**src/sv/sls_pkg.sv**
```systemverilog
// Package for the source line splicer.
// Holds the character codes and the default widths shared by all files but sls_if.
// Depends on nothing.
package sls_pkg;

  // Character codes that the splicer looks for.
  localparam logic [7:0] CH_CR  = 8'h0D;
  localparam logic [7:0] CH_LF  = 8'h0A;
  localparam logic [7:0] CH_BSL = 8'h5C;

  // Default counter widths.
  localparam int unsigned LINE_BITS_DEF = 20;
  localparam int unsigned COL_BITS_DEF  = 12;

  // Number of results one request can cause.
  localparam int unsigned MAX_RES = 2;

  // Push from the step logic into the result queue.
  typedef struct packed {
    logic       one;  // at least one result is written
    logic       two;  // a second result is written as well
  } sls_push_t;

endpackage

```
**src/sv/sls_if.sv**
```systemverilog
// Handshake channels of the source line splicer.
// One channel carries raw bytes in, the other carries located characters out.
// Depends on nothing.
interface sls_in_if;
  logic       valid;
  logic       ready;
  logic [7:0] in_byte;
  logic       in_end;

  modport source (output valid, output in_byte, output in_end, input ready);
  modport sink (input valid, input in_byte, input in_end, output ready);
endinterface

interface sls_out_if #(
  parameter int unsigned LINE_BITS = 20,
  parameter int unsigned COL_BITS  = 12
);
  logic                 valid;
  logic                 ready;
  logic [7:0]           out_char;
  logic                 out_eof;
  logic [LINE_BITS-1:0] out_line;
  logic [COL_BITS-1:0]  out_col;
  logic                 out_last;

  modport source (output valid, output out_char, output out_eof, output out_line,
                  output out_col, output out_last, input ready);
  modport sink (input valid, input out_char, input out_eof, input out_line,
                input out_col, input out_last, output ready);
endinterface

```
**src/sv/sls_step.sv**
```systemverilog
// Per-request step logic of the source line splicer: splice state, line and
// column counters, and the up to two results each accepted request causes.
// Depends on sls_pkg.
module sls_step #(
  parameter int unsigned LINE_BITS = sls_pkg::LINE_BITS_DEF,
  parameter int unsigned COL_BITS  = sls_pkg::COL_BITS_DEF,
  parameter int unsigned RES_W     = 8 + 1 + LINE_BITS + COL_BITS + 1
) (
  input  logic              clk_i,
  input  logic              rst_ni,
  input  logic              accept_i,
  input  logic [7:0]        byte_i,
  input  logic              end_i,
  output sls_pkg::sls_push_t push_o,
  output logic [RES_W-1:0]  res0_o,
  output logic [RES_W-1:0]  res1_o
);
  import sls_pkg::*;

  localparam logic [LINE_BITS-1:0] LINE_ONE = LINE_BITS'(1);
  localparam logic [COL_BITS-1:0]  COL_ONE  = COL_BITS'(1);

  logic                 skip_q, skip_d;
  logic                 held_q, held_d;
  logic                 lastnl_q, lastnl_d;
  logic                 ended_q, ended_d;
  logic [LINE_BITS-1:0] line_q, line_d;
  logic [COL_BITS-1:0]  col_q, col_d;

  logic                 line_inc_sat;
  logic [LINE_BITS-1:0] line_inc;
  logic [COL_BITS-1:0]  col_inc;
  logic [COL_BITS-1:0]  col_inc2;
  logic [7:0]           c;
  logic                 c_is_lf;

  // Results: character, EOF flag, line, column, last flag.
  logic [7:0]           r0_char, r1_char;
  logic                 r0_eof, r1_eof;
  logic [LINE_BITS-1:0] r0_line, r1_line;
  logic [COL_BITS-1:0]  r0_col, r1_col;
  logic                 r0_last;

  // Saturating increments of the counters.
  assign line_inc_sat = (line_q == '1);
  assign line_inc     = line_inc_sat ? line_q : line_q + LINE_ONE;
  assign col_inc      = (col_q == '1) ? col_q : col_q + COL_ONE;
  assign col_inc2     = (col_inc == '1) ? col_inc : col_inc + COL_ONE;

  // A CR is taken as LF.
  assign c       = (byte_i == CH_CR) ? CH_LF : byte_i;
  assign c_is_lf = (c == CH_LF);

  // Next state and results for the offered request.
  always_comb begin
    skip_d   = skip_q;
    held_d   = held_q;
    lastnl_d = lastnl_q;
    ended_d  = ended_q;
    line_d   = line_q;
    col_d    = col_q;
    push_o   = '0;
    r0_char  = '0;
    r0_eof   = 1'b0;
    r0_line  = line_q;
    r0_col   = col_q;
    r0_last  = 1'b1;
    r1_char  = '0;
    r1_eof   = 1'b0;
    r1_line  = line_q;
    r1_col   = col_q;
    priority if (ended_q) begin
      // After the end mark every request gets one EOF.
      push_o.one = 1'b1;
      r0_eof     = 1'b1;
    end else if (end_i) begin
      ended_d  = 1'b1;
      skip_d   = 1'b0;
      held_d   = 1'b0;
      lastnl_d = 1'b1;
      if (held_q) begin
        // The added newline splices the held backslash away.
        line_d     = line_inc;
        col_d      = COL_ONE;
        push_o.one = 1'b1;
        r0_eof     = 1'b1;
        r0_line    = line_inc;
        r0_col     = COL_ONE;
      end else if (!lastnl_q) begin
        // Add the missing final newline, then EOF.
        line_d     = line_inc;
        col_d      = COL_ONE;
        push_o.one = 1'b1;
        push_o.two = 1'b1;
        r0_char    = CH_LF;
        r0_last    = 1'b0;
        r1_eof     = 1'b1;
        r1_line    = line_inc;
        r1_col     = COL_ONE;
      end else begin
        push_o.one = 1'b1;
        r0_eof     = 1'b1;
      end
    end else if (skip_q && (byte_i == CH_LF)) begin
      // LF right after CR is dropped.
      skip_d = 1'b0;
    end else begin
      skip_d   = (byte_i == CH_CR);
      lastnl_d = c_is_lf;
      if (held_q) begin
        held_d = 1'b0;
        if (c_is_lf) begin
          // Backslash and newline vanish; the line still moves on.
          line_d = line_inc;
          col_d  = COL_ONE;
        end else begin
          // The held backslash comes out at its own position first.
          push_o.one = 1'b1;
          r0_char    = CH_BSL;
          col_d      = col_inc;
          if (c == CH_BSL) begin
            held_d = 1'b1;
          end else begin
            push_o.two = 1'b1;
            r0_last    = 1'b0;
            r1_char    = c;
            r1_col     = col_inc;
            col_d      = col_inc2;
          end
        end
      end else if (c == CH_BSL) begin
        held_d = 1'b1;
      end else begin
        push_o.one = 1'b1;
        r0_char    = c;
        if (c_is_lf) begin
          line_d = line_inc;
          col_d  = COL_ONE;
        end else begin
          col_d = col_inc;
        end
      end
    end
  end

  assign res0_o = {r0_char, r0_eof, r0_line, r0_col, r0_last};
  assign res1_o = {r1_char, r1_eof, r1_line, r1_col, 1'b1};

  // State registers move only when a request is accepted.
  always_ff @(posedge clk_i or negedge rst_ni) begin
    if (!rst_ni) begin
      skip_q   <= 1'b0;
      held_q   <= 1'b0;
      lastnl_q <= 1'b0;
      ended_q  <= 1'b0;
      line_q   <= LINE_ONE;
      col_q    <= COL_ONE;
    end else if (accept_i) begin
      skip_q   <= skip_d;
      held_q   <= held_d;
      lastnl_q <= lastnl_d;
      ended_q  <= ended_d;
      line_q   <= line_d;
      col_q    <= col_d;
    end
  end

endmodule

```
**src/sv/sls_resq.sv**
```systemverilog
// Result queue of the source line splicer: four registered entries that take
// up to two results per cycle and hand out one per cycle while the output is ready.
// Depends on sls_pkg.
module sls_resq #(
  parameter int unsigned RES_W = 34
) (
  input  logic               clk_i,
  input  logic               rst_ni,
  input  sls_pkg::sls_push_t push_i,
  input  logic [RES_W-1:0]   res0_i,
  input  logic [RES_W-1:0]   res1_i,
  output logic               room_o,
  output logic               valid_o,
  input  logic               ready_i,
  output logic [RES_W-1:0]   data_o
);
  import sls_pkg::*;

  localparam int unsigned DEPTH = 2 * MAX_RES;
  localparam int unsigned AW    = $clog2(DEPTH);
  localparam int unsigned CW    = AW + 1;

  logic [RES_W-1:0] mem_q [DEPTH];
  logic [AW-1:0]    wr_q, wr_d, rd_q, rd_d;
  logic [CW-1:0]    cnt_q, cnt_d;
  logic [AW-1:0]    wr_next;
  logic             pop;
  logic [CW-1:0]    n_push;

  assign wr_next = wr_q + AW'(1);
  assign pop     = valid_o && ready_i;
  assign n_push  = CW'(push_i.one) + CW'(push_i.two);

  // Room for a full pair regardless of the output side this cycle.
  assign room_o  = (cnt_q <= CW'(DEPTH - MAX_RES));
  assign valid_o = (cnt_q != '0);
  assign data_o  = mem_q[rd_q];

  // Pointer and fill updates.
  always_comb begin
    wr_d  = wr_q + AW'(n_push);
    rd_d  = pop ? rd_q + AW'(1) : rd_q;
    cnt_d = cnt_q + n_push - CW'(pop);
  end

  always_ff @(posedge clk_i or negedge rst_ni) begin
    if (!rst_ni) begin
      wr_q  <= '0;
      rd_q  <= '0;
      cnt_q <= '0;
    end else begin
      wr_q  <= wr_d;
      rd_q  <= rd_d;
      cnt_q <= cnt_d;
    end
  end

  // Entry storage; payload needs no reset.
  always_ff @(posedge clk_i) begin
    if (push_i.one) begin
      mem_q[wr_q] <= res0_i;
    end
    if (push_i.two) begin
      mem_q[wr_next] <= res1_i;
    end
  end

endmodule

```
**src/sv/source_line_splicer_unit.sv**
```systemverilog
// Source line splicer: normalizes CR and CR LF to LF, removes backslash-newline
// pairs and tags each surviving character with its saturating line and column.
// Depends on sls_pkg, sls_in_if, sls_out_if, sls_step and sls_resq.
//
// One raw byte (or the end mark) is taken per request and yields zero, one or
// two results, the last of which carries out_last. The step logic works out the
// results in the cycle of acceptance and writes them into a four-entry result
// queue, which delivers one result per cycle from a register while the output is
// ready. A request is taken whenever the queue has room for two results, so input
// flows every cycle as long as the output keeps up; since the single output port
// drains one result per cycle, a stream in which every byte yields two results
// stalls the input. Results leave the queue in the order of their requests.
// After the end mark, every further request yields a single EOF result until
// reset.
module source_line_splicer_unit #(
  parameter int unsigned LINE_BITS = sls_pkg::LINE_BITS_DEF,
  parameter int unsigned COL_BITS  = sls_pkg::COL_BITS_DEF
) (
  input  logic      clk_i,
  input  logic      rst_ni,
  sls_in_if.sink    in_i,
  sls_out_if.source out_o
);
  import sls_pkg::*;

  localparam int unsigned RES_W = 8 + 1 + LINE_BITS + COL_BITS + 1;

  sls_push_t        push;
  sls_push_t        push_acc;
  logic [RES_W-1:0] res0, res1, head;
  logic             room;
  logic             accept;

  assign in_i.ready = room;
  assign accept     = in_i.valid && room;

  // Step logic: splice state and counters.
  sls_step #(
    .LINE_BITS(LINE_BITS),
    .COL_BITS (COL_BITS),
    .RES_W    (RES_W)
  ) u_step (
    .clk_i   (clk_i),
    .rst_ni  (rst_ni),
    .accept_i(accept),
    .byte_i  (in_i.in_byte),
    .end_i   (in_i.in_end),
    .push_o  (push),
    .res0_o  (res0),
    .res1_o  (res1)
  );

  // Gate the push with the accept so idle cycles write nothing.
  assign push_acc.one = push.one && accept;
  assign push_acc.two = push.two && accept;

  sls_resq #(
    .RES_W(RES_W)
  ) u_resq (
    .clk_i  (clk_i),
    .rst_ni (rst_ni),
    .push_i (push_acc),
    .res0_i (res0),
    .res1_i (res1),
    .room_o (room),
    .valid_o(out_o.valid),
    .ready_i(out_o.ready),
    .data_o (head)
  );

  // Unpack the head entry onto the output channel.
  assign {out_o.out_char, out_o.out_eof, out_o.out_line, out_o.out_col,
          out_o.out_last} = head;

  // EOF always closes the results of its request.
  a_eof_last: assert property (@(posedge clk_i) disable iff (!rst_ni)
    (out_o.valid && out_o.out_eof) |-> out_o.out_last)
    else $error("EOF result without out_last");

  // Once EOF has gone out, nothing but EOF follows.
  a_eof_sticky: assert property (@(posedge clk_i) disable iff (!rst_ni)
    (out_o.valid && out_o.ready && out_o.out_eof) |=> (!out_o.valid || out_o.out_eof))
    else $error("character result after EOF");

  // Input is only held off while results are waiting.
  a_stall_cause: assert property (@(posedge clk_i) disable iff (!rst_ni)
    !in_i.ready |-> out_o.valid)
    else $error("input stalled with an empty result queue");

  // A request that causes a result makes the output valid in the next cycle.
  a_result_shows: assert property (@(posedge clk_i) disable iff (!rst_ni)
    push_acc.one |=> out_o.valid)
    else $error("accepted result did not reach the output");

endmodule

```
**src/flat_wrapper.sv**
```systemverilog
// flat-port wrapper written by rule: the top's interface ports become plain ports
module source_line_splicer_unit_flat import sls_pkg::*;
#(
  parameter int unsigned LINE_BITS = sls_pkg::LINE_BITS_DEF,
  parameter int unsigned COL_BITS  = sls_pkg::COL_BITS_DEF
)
  (clk_i, rst_ni, in_i_valid, in_i_in_byte, in_i_in_end, in_i_ready, out_o_valid, out_o_out_char, out_o_out_eof, out_o_out_line, out_o_out_col, out_o_out_last, out_o_ready);
  sls_in_if in_i_i ();
  sls_out_if #(.LINE_BITS(LINE_BITS), .COL_BITS(COL_BITS)) out_o_i ();
  input  logic clk_i;
  input  logic rst_ni;
  input wire logic [$bits(in_i_i.valid)-1:0] in_i_valid;
  input wire logic [$bits(in_i_i.in_byte)-1:0] in_i_in_byte;
  input wire logic [$bits(in_i_i.in_end)-1:0] in_i_in_end;
  output wire logic [$bits(in_i_i.ready)-1:0] in_i_ready;
  output wire logic [$bits(out_o_i.valid)-1:0] out_o_valid;
  output wire logic [$bits(out_o_i.out_char)-1:0] out_o_out_char;
  output wire logic [$bits(out_o_i.out_eof)-1:0] out_o_out_eof;
  output wire logic [$bits(out_o_i.out_line)-1:0] out_o_out_line;
  output wire logic [$bits(out_o_i.out_col)-1:0] out_o_out_col;
  output wire logic [$bits(out_o_i.out_last)-1:0] out_o_out_last;
  input wire logic [$bits(out_o_i.ready)-1:0] out_o_ready;
  assign in_i_i.valid = in_i_valid;
  assign in_i_i.in_byte = in_i_in_byte;
  assign in_i_i.in_end = in_i_in_end;
  assign in_i_ready = in_i_i.ready;
  assign out_o_valid = out_o_i.valid;
  assign out_o_out_char = out_o_i.out_char;
  assign out_o_out_eof = out_o_i.out_eof;
  assign out_o_out_line = out_o_i.out_line;
  assign out_o_out_col = out_o_i.out_col;
  assign out_o_out_last = out_o_i.out_last;
  assign out_o_i.ready = out_o_ready;
  source_line_splicer_unit #(.LINE_BITS(LINE_BITS), .COL_BITS(COL_BITS)) u_core (.clk_i(clk_i), .rst_ni(rst_ni), .in_i(in_i_i), .out_o(out_o_i));
endmodule
```
**config.mk**
```make
export PLATFORM = sky130hd
export DESIGN_NAME = source_line_splicer_unit_flat
export DESIGN_NICKNAME = d
export VERILOG_FILES = /design/src/sv/sls_pkg.sv /design/src/sv/sls_if.sv /design/src/sv/sls_step.sv /design/src/sv/sls_resq.sv /design/src/sv/source_line_splicer_unit.sv /design/src/flat_wrapper.sv
export SDC_FILE = /design/constraint.sdc
export NUM_CORES = 1
export LEC_CHECK = 0
export ABC_CLOCK_PERIOD_IN_PS = 4600
export BUFFER_PORTS_ARGS = -buffer_cell sky130_fd_sc_hd__buf_2
export CAP_MARGIN = 20
export CORE_MARGIN = 5
export CORE_UTILIZATION = 64
export CTS_BUF_LIST = sky130_fd_sc_hd__clkbuf_2 sky130_fd_sc_hd__clkbuf_4 sky130_fd_sc_hd__clkbuf_8
export DETAILED_ROUTE_END_ITERATION = 10
export PLACE_DENSITY = 0.82
export SLEW_MARGIN = 20
export SYNTH_ARGS = -nofsm -noshare
export SYNTH_HDL_FRONTEND = slang
export SYNTH_SLANG_ARGS = --single-unit
export TNS_END_PERCENT = 30
```
**constraint.sdc**
```tcl
create_clock -name clk_i -period 4.6 [get_ports clk_i]
set_input_delay 0.69 -clock clk_i [delete_from_list [all_inputs] [get_ports clk_i]]
set_output_delay 0.69 -clock clk_i [all_outputs]
set_load 0.05 [all_outputs]
```
== Word level (Yosys, flattened, before mapping) ==
Memories as Yosys holds them, arrays and structs flattened.
Cells that the tools add are included.

* Bits in registers: 43
* Memory bits (writable): 168
* Output and inout bits: 44
* Word-level logic and storage cells: 124
* Memories kept: 1

* Add/sub/neg operators: 9
* Magnitude comparators: 1
* Equal/unequal tests: 9
* Muxes and demuxes: 85
* Bitwise operators: 1
* Reduce and logical (&&, ||, !) cells: 9

{| class="wikitable"
|+ Memories
! name !! words !! width !! read ports !! clocked after Yosys merged registers in !! write ports !! RTL line !! source
|-
| u_core.u_resq.mem_q || 4 || 42 || 1 || 0 || 2 || sls_resq.sv:23 || <nowiki>logic [RES_W-1:0] mem_q [DEPTH];</nowiki>
|}

{| class="wikitable"
|+ Operators by type and width
! kind !! count
|-
| $mux W20 || 14
|-
| $mux W12 || 21
|-
| $mux W8 || 11
|-
| $mux W1 || 33
|-
| $add A12 B1 Y12 const B || 2
|-
| $eq A12 B12 Y1 const B || 2
|-
| $eq A8 B4 Y1 const B || 3
|-
| $add A20 B1 Y20 const B || 1
|-
| $eq A20 B20 Y1 const B || 1
|-
| $eq A8 B7 Y1 const B || 1
|-
| $mux W4 || 2
|-
| $mux W7 || 1
|-
| $mux W2 || 3
|-
| $logic_and A1 B1 Y1 || 5
|-
| $add A2 B1 Y2 const B || 2
|-
| $reduce_and A4 Y1 || 1
|-
| $add A3 B2 Y3 || 1
|-
| $le A3 B2 Y1 const B || 1
|-
| $ne A3 B3 Y1 const B || 1
|-
| $reduce_and A3 Y1 || 1
|-
| $reduce_bool A3 Y1 || 1
|-
| $sub A3 B1 Y3 || 1
|-
| $add A1 B1 Y2 || 1
|-
| $add A2 B2 Y2 || 1
|-
| other kinds (3) || 3
|}

== Longest topological paths before layout ==
* Word-level depth: 13
* Mapped depth: 13
* Depth with buffers taken out: 12

== By module ==
Synthesis repeated with hierarchy kept, for this count alone.

* Cells, all modules: 950
* Area total of the unflattened synthesis: 12,316.8 um^2

{| class="wikitable"
|+ Modules (own cells, without submodules)
! module !! instances !! cells each !! area each (um^2) !! seq. area each (um^2)
|-
| sls_resq || 1 || 446 || 8,488.1 || 5,220.0
|-
| sls_step || 1 || 501 || 3,809.9 || 903.4
|-
| source_line_splicer_unit || 1 || 3 || 18.8 || 0.0
|}

== Least setup slack after synthesis ==
No wires, ideal clock.

* Kind: register to register
* From: reg u_core.u_resq.cnt_q[1]
* To: mem u_core.u_resq.mem_q[0][16] (netlist name), data pin
* Library setup time: 153 ps
* Arrival: 3,939 ps
* Required time: 4,447 ps
* Setup slack: 508 ps
* Cell stages (with the launch flop): 9
* Path buffers: 1
* Cell sequence: dfrtp_1 -> a21oi_1 -> nand2_1 -> nor2_1 -> nand4_1 -> nand2_1 -> clkbuf_1 -> nand2_1 -> a31oi_1

{| class="wikitable"
|+ RTL lines
! what !! RTL line !! source
|-
| start: declaration || sls_resq.sv:25 || <nowiki>logic [CW-1:0] cnt_q, cnt_d;</nowiki>
|-
| start signal: assignment || sls_resq.sv:54 || <nowiki>cnt_q <= cnt_d;</nowiki>
|-
| end: declaration || sls_resq.sv:23 ||
|}

== Worst setup path after layout ==
* From: reg u_core.u_step.held_q
* To: reg u_core.u_resq.cnt_q[2]

* Word-level cells in the longest chain between the ends: 8
* Elaborated cells between the ends (all ways): 12

{| class="wikitable"
|+ RTL lines
! what !! RTL line !! source
|-
| start: declaration || sls_step.sv:24 || <nowiki>logic held_q, held_d;</nowiki>
|-
| start signal: assignment || sls_step.sv:160 || <nowiki>held_q <= held_d;</nowiki>
|-
| $mux W1 || sls_step.sv:110 || <nowiki>if (held_q) begin</nowiki>
|-
| $mux W2 || sls_step.sv:104 || <nowiki>end else if (skip_q && (byte_i == CH_LF)) begin</nowiki>
|-
| $mux W2 (*) || sls_step.sv:76 || <nowiki>end else if (end_i) begin</nowiki>
|-
| $mux W1 || sls_step.sv:72 || <nowiki>priority if (ended_q) begin</nowiki>
|-
| $logic_and A1 B1 Y1, on equally long branches || source_line_splicer_unit.sv:54, source_line_splicer_unit.sv:55 ||
|-
| $add A1 B1 Y2 (*) || sls_resq.sv:32 || <nowiki>assign n_push = CW'(push_i.one) + CW'(push_i.two);</nowiki>
|-
| $add A3 B2 Y3 (*) || sls_resq.sv:43 || <nowiki>cnt_d = cnt_q + n_push - CW'(pop);</nowiki>
|-
| $sub A3 B1 Y3 (*) || sls_resq.sv:43 ||
|-
| named net u_core.u_resq.cnt_d[2] || sls_resq.sv:25 ||
|}

Mark *: on every way through the listed nets, which the timed path passes. The rest lies on a longest branch.
A chain may end at the register's enable or synchronous reset.

==> results.json <==
{
  "synth-simple-area-share_pct": 14.4,
  "cts_max_level": 2,
  "finalHoldViolCount": 0,
  "numPortBuffers": 56,
  "r2r-end": "u_core.u_resq.cnt_q[2]",
  "gp_congestion": 0.927,
  "cp_slowest_cell": "dfrtp_1",
  "grt_max_degree": 44,
  "vias_per_cell": 7.11,
  "critical-path-max-stage-delay_ns": 0.65,
  "track_usage_pct": 30.6,
  "finalSetupViolCount": 0,
  "synth-compound-area-share_pct": 18.7,
  "fillers": 1220,
  "cp_data_required_time_ns": 5.00,
  "synth_top_area_share_pct": 41.5,
  "antenna_found_initial": 1,
  "grt_busiest_layer": "met1",
  "gr-usage-met1_pct": 45.3,
  "status": "complete, no violations",
  "cp_max_fo": 20,
  "arrival_ns": 3.85,
  "postRouteAntennaNets": 0,
  "hpwl_mm": 21.3,
  "postCtsSetupBuffers": 0,
  "vias": 10061,
  "p_leak_nw": 4.58,
  "ioPinCount": 57,
  "seq_area_mm2": 0.00609,
  "grt_pass1_wl_mm": 51.8,
  "hold_class": "in2async",
  "die_h_um": 146,
  "cap_viol_max_count": 0,
  "pre_cts_ws_ns": 0.853,
  "layout_setup_ws_ns": 1.15,
  "synth.most_common_cell": "edfxtp_1",
  "clock_skew_ns": 0.0200,
  "wire_per_inst_um": 23.6,
  "layout_min_cycle_time_ns": 3.45,
  "syn_area_mm2": 0.0119,
  "dr.first_iter.drc_count": 1519,
  "syn2layout_area_growth_pct": 11.1,
  "fin_crit_sh_pct": 75.0,
  "insertion_delay_ns": 0.53,
  "rrSetupSlack_ns": 1.15,
  "design.core.area_mm2": 0.0181,
  "die_w_um": 146,
  "cts.sinks": 211,
  "cts_buffers": 36,
  "synth-seq-cells": 211,
  "critical_path.endpoint_type": "flop",
  "synth_area_leader_cell": "edfxtp_1",
  "synthXorXnorAreaFrac_pct": 2.14,
  "final_nets": 1178,
  "rsz0062_at_grt": "false",
  "start_kind": "flop",
  "path_buf_inv": 2,
  "multi_input_area_mm2": 0.00541,
  "ys.flop_type": "edfxtp_1",
  "clock_path_buffers": 3,
  "post-route-drc-count": 0,
  "ys_seq_area_share_pct": 51.2,
  "synth_fp_nets": 1139,
  "maxSlewViolCount": 0,
  "start_util_pct": 65.5,
  "grt.met2_usage_pct": 45.3,
  "synth_top_family_by_area": "compound AO/OA/AOI/OAI gates",
  "cts-resized-gates": 0,
  "cts_tree": "done",
  "yosysWarnings": 0,
  "muxShareOfSynthArea_pct": 9.28,
  "path_clk_slew_ns": 0.06,
  "regToRegStartpoint": "u_core.u_step.held_q",
  "cts-root-buf": "clkbuf_8",
  "drt_first_pass_iters": 7,
  "fmax_mhz": 290,
  "wl_mm": 33.4,
  "grt_util_met3_pct": 7.44,
  "cts_hold_buf": 0,
  "drive_gt1_share_pct": 19.7,
  "worstMarginPinSlew_ns": 1.16,
  "avgSynthCellArea_um2": 10.6,
  "path_class": "reg2reg",
  "cpLargestDelayFamily": "adder cells",
  "reg2reg_depth": 11,
  "power_per_cell_area_mw_per_mm2": 541,
  "async_reset_ff_share_pct": 20.4,
  "synthAdderAreaFrac_pct": 0.800,
  "synthCells": 1119,
  "slew_headroom_pct": 22.4,
  "yosys.cell_types.count": 75,
  "cp_cell_sequence": "nor3_1 > a21oi_2 > o21ai_2 > inv_1 > ha_1 > xnor2_1 > ha_1 > inv_1 > fa_1 > xor2_1 > xnor2_1",
  "grt_pass1_vias": 9322,
  "rows": 49,
  "synthTopCellsByArea": "edfxtp_1 (41%), dfrtp_1 (8.6%), mux4_2 (8.0%)",
  "ir_drop_uv": 487,
  "overflow": 0,
  "synth_edf_count": 164,
  "die_area_mm2": 0.0214,
  "num_antenna_cells": 0,
  "synthTopCellsByCount": "edfxtp_1 (164), nand2_1 (140), o21ai_0 (85)",
  "tns_ns": 0
}
==> per-stage QoR <==
step / area (um^2) / instances / power [W] / hold slack [ns] / utilization (%)
floorplan: 11900 / 1119 / 0.00466 / 0.394 / -
global placement: 12400 / 1349 / 0.00530 / 0.451 / 68.4
detailed placement: 12400 / 1349 / 0.00535 / 0.463 / 68.4
CTS: 13200 / 1415 / 0.00712 / 0.281 / 72.7
global route: 13200 / 1415 / 0.00741 / 0.321 / 72.8
finish: 13200 / 1415 / 0.00715 / 0.274 / 72.8
==> state kept, by name, summed over array words and instances, names as in the netlist <==
name,flops
u_core.u_step.held_q,1
u_core.u_resq.mem_q,168
u_core.u_step.skip_q,1
u_core.u_resq.wr_q,2
u_core.u_resq.rd_q,2
u_core.u_step.col_q,12
u_core.u_step.lastnl_q,1
u_core.u_resq.cnt_q,3
u_core.u_step.ended_q,1
u_core.u_step.line_q,20
==> per-layer routing <==
layer / share of wire [%] / vias to the layer above
li1: - / 4412
met1: 39 / 4743
met2: 44 / 809
met3: 14 / 95
met4: 2.7 / 2
met5: 0.021 / -
==> cell families (layout without fill, tap and decap cells) <==
kind of cell    count (synthesis)  count (layout)
xor+xnor                       29              29
fa+ha+maj                       7               7
compound gates                354             354
mux                            57              57
flops                         211             211
simple gates                  357             357
buf+inv                       104             171
==> worst max-delay path by stage <==
stage,startpoint,endpoint,slack [ns],depth (start not counted)
after floorplan,u_core.u_resq.cnt_q[1],u_core.u_resq.mem_q[0][16],0.51,8
after global placement,in_i_in_byte[2],u_core.u_resq.cnt_q[2],0.95,13
after detailed placement,in_i_in_byte[2],u_core.u_resq.cnt_q[2],0.85,13
after CTS,u_core.u_resq.rd_q[0],out_o_out_col[1],1.27,3
after global routing,u_core.u_step.held_q,u_core.u_resq.cnt_q[2],1.00,11
final,u_core.u_step.held_q,u_core.u_resq.cnt_q[2],1.15,11
==> final cells by class <==
| class | count | area share [%] |
|---|---|---|
| Clock buffer | 58 | 5.38 |
| Clock inverter | 8 | 0.483 |
| Inverter | 10 | 0.284 |
| Multi-Input combinational cell | 804 | 41.0 |
| Sequential cell | 211 | 46.1 |
| Tap cell | 229 | 2.17 |
| Timing Repair Buffer | 95 | 4.62 |
==> placed cells by master (no fill, tap or decap), drive strengths merged, types with 10 or more instances in the layout <==
cell	netlist	routed
a21oi	69	69
nand3	27	27
mux2i	10	10
a22o	12	12
o31ai	18	18
a22oi	10	10
nand4	17	17
inv	10	11
mux4	42	42
nand2	141	141
a31oi	45	45
clkbuf	70	58
nor3	14	14
and3	13	13
nor2	79	79
edfxtp	164	164
dfrtp	41	41
buf	24	95
xnor2	11	11
o21ai	93	93
o22ai	61	61
xor2	18	18
nand2b	10	10
==> power by group <==
part / leakage (nW) / internal [W] / switching, W / total (W)
registers: 2.17 / 0.00234 / 0.000308 / 0.00265
clock network: 0.414 / 0.00104 / 0.000768 / 0.00180
logic: 2.00 / 0.000877 / 0.00182 / 0.00269
total: 4.58 / 0.00425 / 0.00289 / 0.00715
==> worst register-to-register path, cell delays in order (launching register included) <==
cell	delay, ns
dfrtp_1	0.65
nor3_1	0.63
a21oi_2	0.21
o21ai_2	0.34
inv_1	0.08
ha_1	0.35
xnor2_1	0.19
ha_1	0.17
inv_1	0.05
fa_1	0.37
xor2_1	0.16
xnor2_1	0.12
(Power assumes the default switching activity.)
